[config.mk]
export PLATFORM = sky130hd
export DESIGN_NAME = pkcs1_v15_signature_unpad_top
export DESIGN_NICKNAME = d
export VERILOG_FILES = /design/src/design/puv_pkg.sv /design/src/design/puv_front.sv /design/src/design/puv_fifo.sv /design/src/design/puv_back.sv /design/src/design/pkcs1_v15_signature_unpad_top.sv
export SDC_FILE = /design/constraint.sdc
export NUM_CORES = 1
export LEC_CHECK = 0
export BUFFER_PORTS_ARGS = -buffer_cell sky130_fd_sc_hd__buf_2
export CORE_ASPECT_RATIO = 1.25
export CORE_MARGIN = 1
export CORE_UTILIZATION = 23
export CTS_CLUSTER_SIZE = 14
export DETAILED_ROUTE_END_ITERATION = 7
export PLACE_DENSITY_LB_ADDON = 0.2
export SYNTH_ARGS = -nofsm -noshare
export SYNTH_HDL_FRONTEND = slang
export SYNTH_SLANG_ARGS = --single-unit
[constraint.sdc]
create_clock -name clk -period 5.7 [get_ports clk]
set_input_delay 0.285 -clock clk [delete_from_list [all_inputs] [get_ports clk]]
set_output_delay 0.285 -clock clk [all_outputs]
set_load 0.03 [all_outputs]
[src/design/puv_pkg.sv]
// Shared types and constants for the PKCS#1 v1.5 signature unpad block.
// No dependencies; imported by every module of the block.
`timescale 1ns / 1ps
package puv_pkg;

  localparam int MAX_BYTES_DEF   = 512;
  localparam int QUEUE_DEPTH_DEF = 4;

  localparam logic [12:0] MODULUS_BITS_RST   = 13'd2048;
  localparam logic [9:0]  MESSAGE_LENGTH_RST = 10'd256;
  localparam logic [9:0]  OUT_CAPACITY_RST   = 10'd256;

  localparam logic [1:0] CFG_MODULUS_BITS   = 2'd0;
  localparam logic [1:0] CFG_MESSAGE_LENGTH = 2'd1;
  localparam logic [1:0] CFG_OUT_CAPACITY   = 2'd2;

  localparam logic [2:0] ST_OK     = 3'd0;
  localparam logic [2:0] ST_LENGTH = 3'd1;
  localparam logic [2:0] ST_HEADER = 3'd2;
  localparam logic [2:0] ST_NOSEP  = 3'd3;
  localparam logic [2:0] ST_SMALL  = 3'd4;

  localparam logic [7:0]  BYTE_ZERO   = 8'h00;
  localparam logic [7:0]  BYTE_ONE    = 8'h01;
  localparam logic [7:0]  BYTE_PAD    = 8'hFF;
  localparam logic [10:0] MIN_MOD_LEN = 11'd11;

  typedef struct packed {
    logic [12:0] modulus_bits;
    logic [9:0]  message_length;
    logic [9:0]  out_capacity;
  } cfg_t;

  // one classified input byte: an optional payload item and an optional status item
  typedef struct packed {
    logic       has_pay;
    logic [7:0] pay_byte;
    logic       has_stat;
    logic [2:0] status;
    logic [9:0] plen;
  } job_t;

endpackage

[src/design/puv_front.sv]
// Front end: accepts bytes, tracks the block phase, classifies each byte into a job.
// Depends on puv_pkg.
`timescale 1ns / 1ps
module puv_front import puv_pkg::*; #(
  parameter int MAX_BYTES = MAX_BYTES_DEF
) (
  input  logic       clk,
  input  logic       rst_n,
  input  cfg_t       cfg,
  input  logic       acc,
  input  logic [7:0] data_byte,
  output logic       job_we,
  output job_t       job
);

  typedef enum logic [2:0] {
    PH_HEAD0 = 3'd0,
    PH_HEAD1 = 3'd1,
    PH_PAD   = 3'd2,
    PH_DATA  = 3'd3,
    PH_SINK  = 3'd4
  } phase_t;

  localparam logic [10:0] MaxLen = 11'(MAX_BYTES);

  phase_t      phase_r, phase_nxt, phase_upd;
  logic [9:0]  byte_index_r, byte_index_nxt;
  logic [2:0]  error_code_r, error_code_nxt, err_upd;
  logic [9:0]  payload_size_r, payload_size_nxt, psize_upd;
  logic        is_last, len_bad;
  logic [10:0] mod_len, len_ext;
  logic [9:0]  pay;
  logic [2:0]  st;
  logic [9:0]  plen;

  always_comb begin
    len_ext = {1'b0, cfg.message_length};
    is_last = ({1'b0, byte_index_r} + 11'd1) >= len_ext;
    mod_len = {1'b0, cfg.modulus_bits[12:3]} + {10'd0, |cfg.modulus_bits[2:0]};
    len_bad = (cfg.message_length == 10'd0) || (len_ext > MaxLen) ||
              (len_ext > mod_len) || (mod_len < MIN_MOD_LEN);
    pay = is_last ? 10'd0 : (cfg.message_length - 10'd1 - byte_index_r);

    phase_upd = phase_r;
    err_upd   = error_code_r;
    psize_upd = payload_size_r;
    case (phase_r)
      PH_HEAD0: begin
        if (len_bad) begin
          phase_upd = PH_SINK;
          err_upd   = ST_LENGTH;
        end else if (data_byte != BYTE_ZERO) begin
          phase_upd = PH_SINK;
          err_upd   = ST_HEADER;
        end else begin
          phase_upd = PH_HEAD1;
        end
      end
      PH_HEAD1: begin
        if (data_byte != BYTE_ONE) begin
          phase_upd = PH_SINK;
          err_upd   = ST_HEADER;
        end else begin
          phase_upd = PH_PAD;
        end
      end
      PH_PAD: begin
        if (data_byte == BYTE_ZERO) begin
          psize_upd = pay;
          if (pay > cfg.out_capacity) begin
            phase_upd = PH_SINK;
            err_upd   = ST_SMALL;
          end else begin
            phase_upd = PH_DATA;
          end
        end else if (data_byte != BYTE_PAD) begin
          phase_upd = PH_SINK;
          err_upd   = ST_NOSEP;
        end
      end
      default: ;
    endcase

    plen = 10'd0;
    case (phase_upd)
      PH_HEAD0, PH_HEAD1: st = ST_HEADER;
      PH_PAD:             st = ST_NOSEP;
      PH_DATA: begin
        st   = ST_OK;
        plen = psize_upd;
      end
      default: begin
        st = err_upd;
        if (err_upd == ST_SMALL) plen = psize_upd;
      end
    endcase

    job.has_pay  = (phase_r == PH_DATA);
    job.pay_byte = data_byte;
    job.has_stat = is_last;
    job.status   = st;
    job.plen     = plen;
    job_we       = acc && (job.has_pay || job.has_stat);

    phase_nxt        = phase_r;
    byte_index_nxt   = byte_index_r;
    error_code_nxt   = error_code_r;
    payload_size_nxt = payload_size_r;
    if (acc) begin
      if (is_last) begin
        phase_nxt        = PH_HEAD0;
        byte_index_nxt   = 10'd0;
        error_code_nxt   = ST_OK;
        payload_size_nxt = 10'd0;
      end else begin
        phase_nxt        = phase_upd;
        byte_index_nxt   = byte_index_r + 10'd1;
        error_code_nxt   = err_upd;
        payload_size_nxt = psize_upd;
      end
    end
  end

  always_ff @(posedge clk) begin
    if (!rst_n) begin
      phase_r        <= PH_HEAD0;
      byte_index_r   <= 10'd0;
      error_code_r   <= ST_OK;
      payload_size_r <= 10'd0;
    end else begin
      phase_r        <= phase_nxt;
      byte_index_r   <= byte_index_nxt;
      error_code_r   <= error_code_nxt;
      payload_size_r <= payload_size_nxt;
    end
  end

  a_sink_has_error: assert property (@(posedge clk) disable iff (!rst_n)
    phase_r == PH_SINK |-> error_code_r != ST_OK)
    else $error("sink phase without error code");

  a_block_end_clears: assert property (@(posedge clk) disable iff (!rst_n)
    acc && is_last |=> phase_r == PH_HEAD0 && byte_index_r == 10'd0)
    else $error("block state not cleared after last byte");

  a_index_moves: assert property (@(posedge clk) disable iff (!rst_n)
    phase_r != PH_HEAD0 |-> byte_index_r != 10'd0)
    else $error("past first byte with zero index");

endmodule

[src/design/puv_fifo.sv]
// Short job queue between the front end and the result stage.
// Depends on puv_pkg for job_t.
`timescale 1ns / 1ps
module puv_fifo import puv_pkg::*; #(
  parameter int DEPTH = QUEUE_DEPTH_DEF
) (
  input  logic clk,
  input  logic rst_n,
  input  logic wr_en,
  input  job_t wr_job,
  output logic full,
  input  logic rd_en,
  output logic nempty,
  output job_t rd_job
);

  localparam int AW = $clog2(DEPTH);
  localparam int CW = $clog2(DEPTH + 1);
  localparam logic [AW-1:0] LastPtr = AW'(DEPTH - 1);
  localparam logic [CW-1:0] DepthC  = CW'(DEPTH);

  job_t          mem [DEPTH];
  logic [AW-1:0] wptr_r, wptr_nxt, rptr_r, rptr_nxt;
  logic [CW-1:0] count_r, count_nxt;
  logic          do_wr, do_rd;

  always_comb begin
    full   = (count_r == DepthC);
    nempty = (count_r != '0);
    rd_job = mem[rptr_r];
    do_wr  = wr_en && !full;
    do_rd  = rd_en && nempty;
    wptr_nxt  = do_wr ? ((wptr_r == LastPtr) ? '0 : wptr_r + 1'b1) : wptr_r;
    rptr_nxt  = do_rd ? ((rptr_r == LastPtr) ? '0 : rptr_r + 1'b1) : rptr_r;
    count_nxt = count_r + CW'(do_wr) - CW'(do_rd);
  end

  always_ff @(posedge clk) begin
    if (do_wr) mem[wptr_r] <= wr_job;
  end

  always_ff @(posedge clk) begin
    if (!rst_n) begin
      wptr_r  <= '0;
      rptr_r  <= '0;
      count_r <= '0;
    end else begin
      wptr_r  <= wptr_nxt;
      rptr_r  <= rptr_nxt;
      count_r <= count_nxt;
    end
  end

endmodule

[src/design/puv_back.sv]
// Result stage: expands queued jobs into payload and status items.
// Depends on puv_pkg.
`timescale 1ns / 1ps
module puv_back import puv_pkg::*; (
  input  logic       clk,
  input  logic       rst_n,
  input  logic       q_nempty,
  input  job_t       q_job,
  output logic       q_rd,
  output logic       out_empty,
  input  logic       out_pop,
  output logic       out_kind,
  output logic [7:0] out_payload_byte,
  output logic [2:0] out_status,
  output logic [9:0] out_payload_length,
  output logic       out_last
);

  job_t cur_r, cur_nxt;
  logic cur_v_r, cur_v_nxt;
  logic take, final_item;

  always_comb begin
    out_empty  = !cur_v_r;
    take       = out_pop && cur_v_r;
    final_item = !(cur_r.has_pay && cur_r.has_stat);
    q_rd       = q_nempty && (!cur_v_r || (take && final_item));

    cur_nxt   = cur_r;
    cur_v_nxt = cur_v_r;
    if (q_rd) begin
      cur_nxt   = q_job;
      cur_v_nxt = 1'b1;
    end else if (take) begin
      if (final_item) cur_v_nxt = 1'b0;
      else cur_nxt.has_pay = 1'b0;
    end

    out_kind           = !cur_r.has_pay;
    out_payload_byte   = cur_r.has_pay ? cur_r.pay_byte : 8'd0;
    out_status         = cur_r.has_pay ? ST_OK : cur_r.status;
    out_payload_length = cur_r.has_pay ? 10'd0 : cur_r.plen;
    out_last           = !cur_r.has_pay;
  end

  always_ff @(posedge clk) begin
    cur_r <= cur_nxt;
  end

  always_ff @(posedge clk) begin
    if (!rst_n) begin
      cur_v_r <= 1'b0;
    end else begin
      cur_v_r <= cur_v_nxt;
    end
  end

endmodule

[src/design/pkcs1_v15_signature_unpad_top.sv]
// PKCS#1 v1.5 signature unpad block: top level with configuration registers.
// Depends on puv_pkg, puv_front, puv_fifo, puv_back.
//
// Usage: push encoded block bytes, most significant first, on in_data_byte with
// in_push; a byte is taken when in_full is low. Each payload byte comes out as a
// kind 0 item; after the last byte of a block a kind 1 status item with last set
// follows. Results are read like a queue: out_empty low means an item is shown,
// out_pop takes it.
// Throughput: one byte per cycle in while in_full is low; one result item per
// cycle out while items are queued. A block of N bytes yields at most N - 3
// payload items plus one status item. A taken byte's job is written into the
// queue and then loaded into the result register; a status item sharing a byte
// with a payload item is shown after that payload item is popped.
// The front end classifies bytes into a queue of QUEUE_DEPTH jobs; when the
// receiver stalls, that queue fills and in_full rises until out_pop resumes.
// Configuration (cfg_index 0 modulus bits, 1 message length, 2 output capacity)
// is always ready; write it only with no block in flight.
// Reset clears block state, queue and result valid flag, and loads the default
// configuration (2048 bits, 256 bytes, capacity 256).
`timescale 1ns / 1ps
module pkcs1_v15_signature_unpad_top import puv_pkg::*; #(
  parameter int MAX_BYTES   = MAX_BYTES_DEF,
  parameter int QUEUE_DEPTH = QUEUE_DEPTH_DEF
) (
  input  logic        clk,
  input  logic        rst_n,
  input  logic        in_push,
  output logic        in_full,
  input  logic [7:0]  in_data_byte,
  output logic        out_empty,
  input  logic        out_pop,
  output logic        out_kind,
  output logic [7:0]  out_payload_byte,
  output logic [2:0]  out_status,
  output logic [9:0]  out_payload_length,
  output logic        out_last,
  input  logic        cfg_valid,
  output logic        cfg_ready,
  input  logic [1:0]  cfg_index,
  input  logic [12:0] cfg_data
);

  cfg_t cfg_r, cfg_nxt;
  logic in_acc, job_we, q_rd, q_nempty;
  job_t job, q_job;

  always_comb begin
    cfg_ready = 1'b1;
    cfg_nxt   = cfg_r;
    if (cfg_valid) begin
      case (cfg_index)
        CFG_MODULUS_BITS:   cfg_nxt.modulus_bits   = cfg_data;
        CFG_MESSAGE_LENGTH: cfg_nxt.message_length = cfg_data[9:0];
        CFG_OUT_CAPACITY:   cfg_nxt.out_capacity   = cfg_data[9:0];
        default: ;
      endcase
    end
    in_acc = in_push && !in_full;
  end

  always_ff @(posedge clk) begin
    if (!rst_n) begin
      cfg_r <= '{modulus_bits: MODULUS_BITS_RST, message_length: MESSAGE_LENGTH_RST,
                 out_capacity: OUT_CAPACITY_RST};
    end else begin
      cfg_r <= cfg_nxt;
    end
  end

  puv_front #(.MAX_BYTES(MAX_BYTES)) u_front (
    .clk       (clk),
    .rst_n     (rst_n),
    .cfg       (cfg_r),
    .acc       (in_acc),
    .data_byte (in_data_byte),
    .job_we    (job_we),
    .job       (job)
  );

  puv_fifo #(.DEPTH(QUEUE_DEPTH)) u_fifo (
    .clk    (clk),
    .rst_n  (rst_n),
    .wr_en  (job_we),
    .wr_job (job),
    .full   (in_full),
    .rd_en  (q_rd),
    .nempty (q_nempty),
    .rd_job (q_job)
  );

  puv_back u_back (
    .clk                (clk),
    .rst_n              (rst_n),
    .q_nempty           (q_nempty),
    .q_job              (q_job),
    .q_rd               (q_rd),
    .out_empty          (out_empty),
    .out_pop            (out_pop),
    .out_kind           (out_kind),
    .out_payload_byte   (out_payload_byte),
    .out_status         (out_status),
    .out_payload_length (out_payload_length),
    .out_last           (out_last)
  );

endmodule
==> impl_results.md <==
* # DRC at 0
* Mean Syn Cell Area at 11.6 sq um
* Clock-pin slew on the worst setup and hold paths at 0.08 ns
* Largest net degree at the start of global routing at 69
* Die H at 225 microns
* Setup violators final at 0
* Final critical-path share of the clock period at 0.935
* Worst-case clock buffer depth at 2
* Layout Skew at 0.0151 ns
* Hold slack at 0.0555 ns
* Final wirelength at 22,200 microns
* DR pass1 iterations at 4
* LEAKAGE at 0.00376 uW
* Fmax at 188 MHz
* Placed instance count at 1,321
* All-layer global routing usage at 0.113
* Row cnt at 81
* Critical path class: reg2reg
* First-pass GRT wire length at 35,000 microns
* Core area at 0.0391 sq mm
* Top_reg_cell synth: edfxtp_1
* Slew @ Worst Pin at 0.870 ns
* P per Cell Area at 366 mW/mm^2
* Clock buffer count from CTS at 17
* Drt initial violations at 272
* Critical Path Fanout Max at 10
* Crit start category: flip-flop
* CTS tree: done
* Vias in the first global route at 6,031
* Initial Util at 0.234
* Fin nets at 925
* Initial antenna violation count at 0
* Layout cells sized above 1 at 0.198
* Htree depth at 4
* Worst vdd ir at 0.185 mV
* Worst hold-check path type: in2reg
* Status: finished, final reports clean
* WL per Instance at 16.4 microns
* Area after DPL at 0.0100 sq mm
* Synth Cell Area at 0.00914 sq mm
* Post-synthesis async set-or-reset flop share at 0
* Final hold vios at 0
* Setup tns final at 0 ns
* Antenna Nets Post-Route at 0
* Commonest cells after routing, fill and taps aside: 115 x edfxtp_1, 76 x nand2_1, 67 x dfxtp_1, 52 x buf_2, 49 x ha_1
* N_diodes at 0
* IO Count at 54
* Via density at 4.42
* Die area at 0.0406 sq mm
* Port Buf Inserts at 52
* Syn Nets at 864
* Worst EP required at 5.87 ns
* Synth Warn # at 0
* Via count at 5,992
* Gr ovfl total at 0
* Area growth, synth to finish at 17.7%
* Fin area at 0.0108 sq mm
* Max Cap Viol at 0
* Reg-to-reg setup timing slack at 0.37 ns
* Cells after synthesis at 785
* RD Place Congestion at 0.759
* HPWL after DPL at 15,700 microns
* Synth cell types at 71
* Worst-Skew Late Latency at 0.44 ns
* Seq/Total Area, Yosys at 0.529
* Most common cell after layout, fill and taps aside: edfxtp_1
* EDFF count, synth at 115
* Clk sinks at 184
* RSZ-0062 raised after global routing: false
* Critical path capture point type: flip-flop
* Root Driver: clkbuf_16
* Die width at 180 microns
* Final Util at 0.275
* Final Max Slew Viols at 0
* Crit path time final at 5.33 ns
* CP arrival at 5.49 ns
* Finished Layout Cells at 1,356
* Synth Register Bits at 184
* Slew HR at 0.417
-- worst paths after layout --
path,startpoint,end,cells past startpoint
setup / recovery,u_front.byte_index_r[2],u_fifo.mem[1][5],22
hold / removal,cfg_data[11],cfg_r[31],3
setup reg to reg,u_front.byte_index_r[2],u_fifo.mem[1][5],22
hold reg to reg,u_front.payload_size_r[9],u_front.payload_size_r[9],2
-- kinds of logic after synthesis --
logic type	Yosys count	synth area share
AO/OA/AOI/OAI	149	0.119
XOR/XNOR	24	0.0230
adder cells (fa/ha/maj)	51	0.0714
buffers and inverters	79	0.0342
flip-flops	184	0.529
multiplexers	42	0.0775
other	1	0.000410
AND/OR/NAND/NOR	255	0.146
-- worst max-delay path, stage by stage, from the launching register on --
cell and delay [ns]:
dfxtp_1 0.41, nand3_1 0.13, or3_1 0.40, or3_4 0.39
nor3_2 0.13, xor2_1 0.22, ha_1 0.28, nand2_1 0.06
a21oi_1 0.06, o31ai_1 0.12, o311ai_4 0.15, a31oi_2 0.20
inv_2 0.13, nor3_2 0.23, ha_1 0.27, a211oi_1 0.24
nor2_1 0.08, a2111o_1 0.46, a221o_1 0.40, a41oi_2 0.25
o21ai_4 0.14, nand3_4 0.20, a21oi_2 0.10
-- where the power goes --
part	leakage [uW]	internal (uW)	switching [uW]
clock network	0.000283	657	549
logic	0.00190	411	642
registers	0.00159	1590	85.0
-- per-layer routing --
| layer | vias to the layer above | global-route usage | routed length [microns] |
|---|---|---|---|
| met1 | 2915 | 0.141 | 10300 |
| met5 | - | 0 | 0 |
| met2 | 82 | 0.199 | 11200 |
| li1 | 2986 | - | - |
| met4 | 0 | 0.0342 | 205 |
| met3 | 9 | 0.0204 | 526 |
-- Yosys cell counts (5+ instances only) --
master / number / area [sq um]
inv_1: 45 / 169
and2_1: 24 / 150
a21oi_1: 35 / 175
a22oi_1: 11 / 82.6
o21ai_0: 19 / 95.1
a211oi_1: 5 / 37.5
nand4_1: 7 / 43.8
nor2_1: 30 / 113
a21boi_0: 30 / 225
clkbuf_1: 24 / 90.1
mux4_2: 23 / 518
nor2b_1: 44 / 275
xor2_1: 7 / 61.3
or3_1: 7 / 43.8
nand2_1: 76 / 285
ha_1: 49 / 613
nand3_1: 17 / 85.1
edfxtp_1: 115 / 3450
nor3_1: 18 / 90.1
dfxtp_1: 69 / 1380
and3_1: 6 / 37.5
xnor2_1: 17 / 149
o21a_1: 10 / 75.1
mux2i_1: 19 / 190
-- area by class of cell --
class                      instances  area, sq um
multi-input combinational        523         4110
inverter                          46          173
sequential                       184         4840
clock inverter                    14          170
timing repair buffer              74          425
fill                            4113        28400
tap                              498          623
clock buffer                      17          425
-- state kept, by name, indices dropped and copies added (netlist names), named ones only --
signal                  flops
u_fifo.count_r              3
u_fifo.rptr_r               2
u_front.payload_size_r     10
u_back.cur_r               23
u_front.byte_index_r       10
u_front.phase_r             3
u_back.cur_v_r              1
u_front.error_code_r        3
u_fifo.wptr_r               2
u_fifo.mem                 92
cfg_r                      33
-- metrics by stage --
stage,worst slack (ns),total power (uW)
floorplan,0.499,2450
global placement,0.228,2780
detailed placement,0.100,2780
CTS,0.0796,4000
global route,0.0158,4160
finish,0.372,3940
-- what timing repair did --
action / in CTS / in global routing
resized for setup: 0 / 22
buffers inserted: 0 / 3
hold endpoints to repair: 0 / 0
endpoints found under the setup margin: 0 / 48
hold buffers: 0 / 0
Power figures use the tool's default switching activity.
